## src/bpa_ram.sv

```systemverilog
`default_nettype none

module bpa_ram #(
    parameter int WIDTH = 64,
    parameter int DEPTH = 64
) (
    input  wire logic                     i_clk,
    input  wire logic                     i_wr_en,
    input  wire logic [$clog2(DEPTH)-1:0] i_wr_addr,
    input  wire logic [WIDTH-1:0]         i_wr_data,
    input  wire logic                     i_rd_en,
    input  wire logic [$clog2(DEPTH)-1:0] i_rd_addr,
    output logic      [WIDTH-1:0]         o_rd_data
);

    logic [WIDTH-1:0] r_mem [DEPTH];
    logic [WIDTH-1:0] r_rd_data;

    // One write port, one registered read port
    always_ff @(posedge i_clk) begin
        if (i_wr_en) begin
            r_mem[i_wr_addr] <= i_wr_data;
        end
        if (i_rd_en) begin
            r_rd_data <= r_mem[i_rd_addr];
        end
    end

    assign o_rd_data = r_rd_data;

endmodule

`default_nettype wire

```

## config.mk

```make
export PLATFORM = sky130hd
export DESIGN_NAME = bpa_ram
export DESIGN_NICKNAME = d
export VERILOG_FILES = /design/src/bpa_ram.sv
export SDC_FILE = /design/constraint.sdc
export NUM_CORES = 2
export LEC_CHECK = 0
export BUFFER_PORTS_ARGS = -buffer_cell sky130_fd_sc_hd__buf_2
export CORE_MARGIN = 2
export CORE_UTILIZATION = 50
export DETAILED_ROUTE_END_ITERATION = 7
export GPL_ROUTABILITY_DRIVEN = 0
export HOLD_SLACK_MARGIN = 0.08
export PLACE_DENSITY = 0.76
export SYNTH_ARGS = -nofsm -noshare
export SYNTH_HDL_FRONTEND = slang
export SYNTH_SLANG_ARGS = --single-unit
```

## constraint.sdc

```tcl
create_clock -name i_clk -period 11.4 [get_ports i_clk]
set_input_delay 1.71 -clock i_clk [delete_from_list [all_inputs] [get_ports i_clk]]
set_output_delay 1.71 -clock i_clk [all_outputs]
set_load 0.005 [all_outputs]
```

==> summary.md <==
| Metric | Value |
|---|---|
| Hold depth | `4` |
| Pwr dens | `177 nW/um^2` |
| CP required | `12.06 ns` |
| CTS Buf Count | `384` |
| Via count | `78,700` |
| Vias per cell | `6.90` |
| Row count | `205` |
| First-pass GRT wire length | `598,000 um` |
| Post-DP HPWL | `212,000 um` |
| Cell count after synthesis | `6,598` |
| Synth warn | `0` |
| Most Frequent Cell on Critical Path | `buf_4` |
| Critical path's slowest cell | `buf_4` |
| Final non-filler cell total | `11,400` |
| CP max stage delay | `0.95 ns` |
| WL per Instance | `37.8 um` |
| Postcts setup bufs | `0` |
| Most frequent cells after synthesis | `edfxtp_1, mux4_2, buf_2` |
| Hold_buf cts | `0` |
| Setup TNS | `0 ns` |
| Overall Power | `31.1 mW` |
| Yosys top cell by area | `edfxtp_1` |
| Die area | `318,000 um^2` |
| Leak | `54.2 nW` |
| # clock sinks | `4,160` |
| Chip height | `564 um` |
| HP Start | `r_mem[46][18]` |
| Worst skew pair latency | `0.92 ns` |
| Die width | `564 um` |
| Initial Util | `0.503` |
| Layout cells sized above 1 | `0.274` |
| CTS resizes | `0` |
| Pins Over Slew Limit | `0` |
| Most used flip-flop cell after synthesis | `edfxtp_1` |
| Slew HR | `0.0760` |
| Final Hold Vio Count | `0` |
| Clk buf depth | `4` |
| Post-synthesis async set-or-reset flop share | `0` |
| Seq cells post-synth | `4,160` |
| Yosys top cell area share | `0.796` |
| Final worst path period share | `0.435` |
| WS Path Type | `input port to flop` |
| Port Buffer Count | `142` |
| Critical Path AT | `5.62 ns` |
| # IOs | `143` |
| Synthesized Nets | `6,677` |
| ANT nets after route | `0` |
| Buf/Inv on CP | `3` |
| CP startpoint kind | `input port` |
| Hold crit path type | `flop to flop` |
| Max FO, Critical Path | `100` |
| Placed Cells incl. Taps | `10,700` |
| Number of global-route vias before repair | `78,100` |
| Drt total wl | `431,000 um` |
| Critical Path Stages | `7` |
| Reported max-cap violation count | `0` |
| Post-route DRC | `0` |
| 1st-pass router iterations | `8` |
| Overall Global Routing Usage | `0.269` |
| Critical R2R Launch | `r_mem[13][50]` |
| CP Capture Type | `flop` |
| Top cells by area, synth | `edfxtp_1, mux4_2, mux2i_1` |
| Critical path, cell by cell | `buf_8 -> buf_4 -> buf_4 -> mux4_2 -> or3_1 -> a41oi_1 -> a211oi_1` |
| Measured slew at the worst slew-check pin | `1.38 ns` |
| Register area share after synthesis | `0.796` |
| Final setup viols | `0` |
| Synth Cell Area | `157,000 um^2` |
| Netlist cell types | `32` |
| Cell with the most instances after synthesis | `edfxtp_1` |
| TritonCTS clock tree | `done` |
| Antenna violations before repair | `38` |
| Cells on worst reg2reg path | `5` |
| Area Growth Syn to Fin | `11.8%` |
| Largest net degree at the start of global routing | `127` |
| Grt total ovfl | `0` |
| Status | `finished, final reports clean` |
| Peak VDD IR | `0.000169 V` |
| NumNets Final | `7,012` |
| CTS H-Tree Depth | `5` |
| Max Clk Rate | `202 MHz` |
| Family with the most delay on the worst path | `buffers and inverters` |
| Min cycle time layout | `4.96 ns` |
| Hold slack final | `0.932 ns` |
| Core area | `312,000 um^2` |
| Setup Skew | `0.0531 ns` |
| Root Buffer | `clkbuf_16` |
| RSZ-0062 raised after global routing | `false` |
| Setup crit start | `i_rd_addr[1]` |
| DRT iter0 DRCs | `13,000` |
| Post-synth EDFFs | `4,160` |
| Worst-path clk slew | `0.07 ns` |
| Avg Cell Area, Syn | `23.8 um^2` |
layer usage:
layer	vias up	GRT usage	wire, um
li1	29200	-	-
met4	18	0.131	23300
met5	-	0	126
met2	6836	0.427	207000
met1	41400	0.348	145000
met3	1270	0.0694	55400
report_power, final:
group	internal [mW]	switching, mW	leakage [nW]
clock network	7.08	5.56	5.95
registers	17.0	0.0670	37.5
logic	0.507	0.887	10.8
total	24.6	6.51	54.2
cell type report:
class | instances | area [um^2]
well taps | 4140 | 5180
fillers | 21300 | 137000
clock buffers | 458 | 9990
diodes | 27 | 67.6
clock inverters | 237 | 2190
inverters | 19 | 71.3
flip-flops and latches | 4160 | 125000
multi-input cells | 2049 | 30800
repair buffers | 319 | 2250
logic make-up after synthesis:
logic type	count (synthesis)	synth area share
compound gates	504	0.0247
buf+inv	389	0.0118
flops	4160	0.796
mux	1159	0.156
simple gates	386	0.0123
cells in the final DEF, fill, tap and decap left out, types with 6 or more instances in the layout:
cell type      n
mux2i_1      135
mux4_2      1024
nand2b_1       8
nand3_1       45
a211oi_1      63
a2bb2oi_1     19
o22ai_1       83
nand2_1       56
or3_1         29
clkbuf_16    389
nor2b_1       24
buf_12        15
a22oi_1      168
o221ai_1      38
nor2_1        47
buf_2        138
a41oi_1       26
clkinv_1      93
a22o_1        88
and3_1        64
a31oi_1       18
clkinv_2      71
or2_2         28
nor2_4        64
bufinv_16     36
inv_6         11
diode_2       27
clkinv_8       6
buf_4        164
clkbuf_1      69
edfxtp_1    4160
clkinvlp_4    14
inv_1         19
flip-flops by register name, summed over array words and instances (netlist names):
name and cells:
o_rd_data 64, r_mem 4096
metrics by stage:
stage          utilization  area (um^2)  worst slack (ns)
2_1_floorplan            -       157000              4.25
3_3_place_gp         0.523       163000              5.52
3_5_place_dp         0.523       163000              5.48
4_1_cts              0.562       175000              6.45
5_1_grt              0.562       175000              6.31
6_report             0.562       175000              6.44
worst min-delay path, stage by stage, from the launching register on:
cell      delay [ns]
edfxtp_1        0.32
mux4_2          0.22
a22oi_1         0.06
nand3_1         0.08
and3_1          0.15
worst paths after layout:
kind,to,slack (ns)
setup reg to reg,o_rd_data[50],9.04
setup / recovery,o_rd_data[40],6.44
hold / removal,o_rd_data[18],0.93
hold reg to reg,o_rd_data[18],0.93
Power figures use the tool's default switching activity.
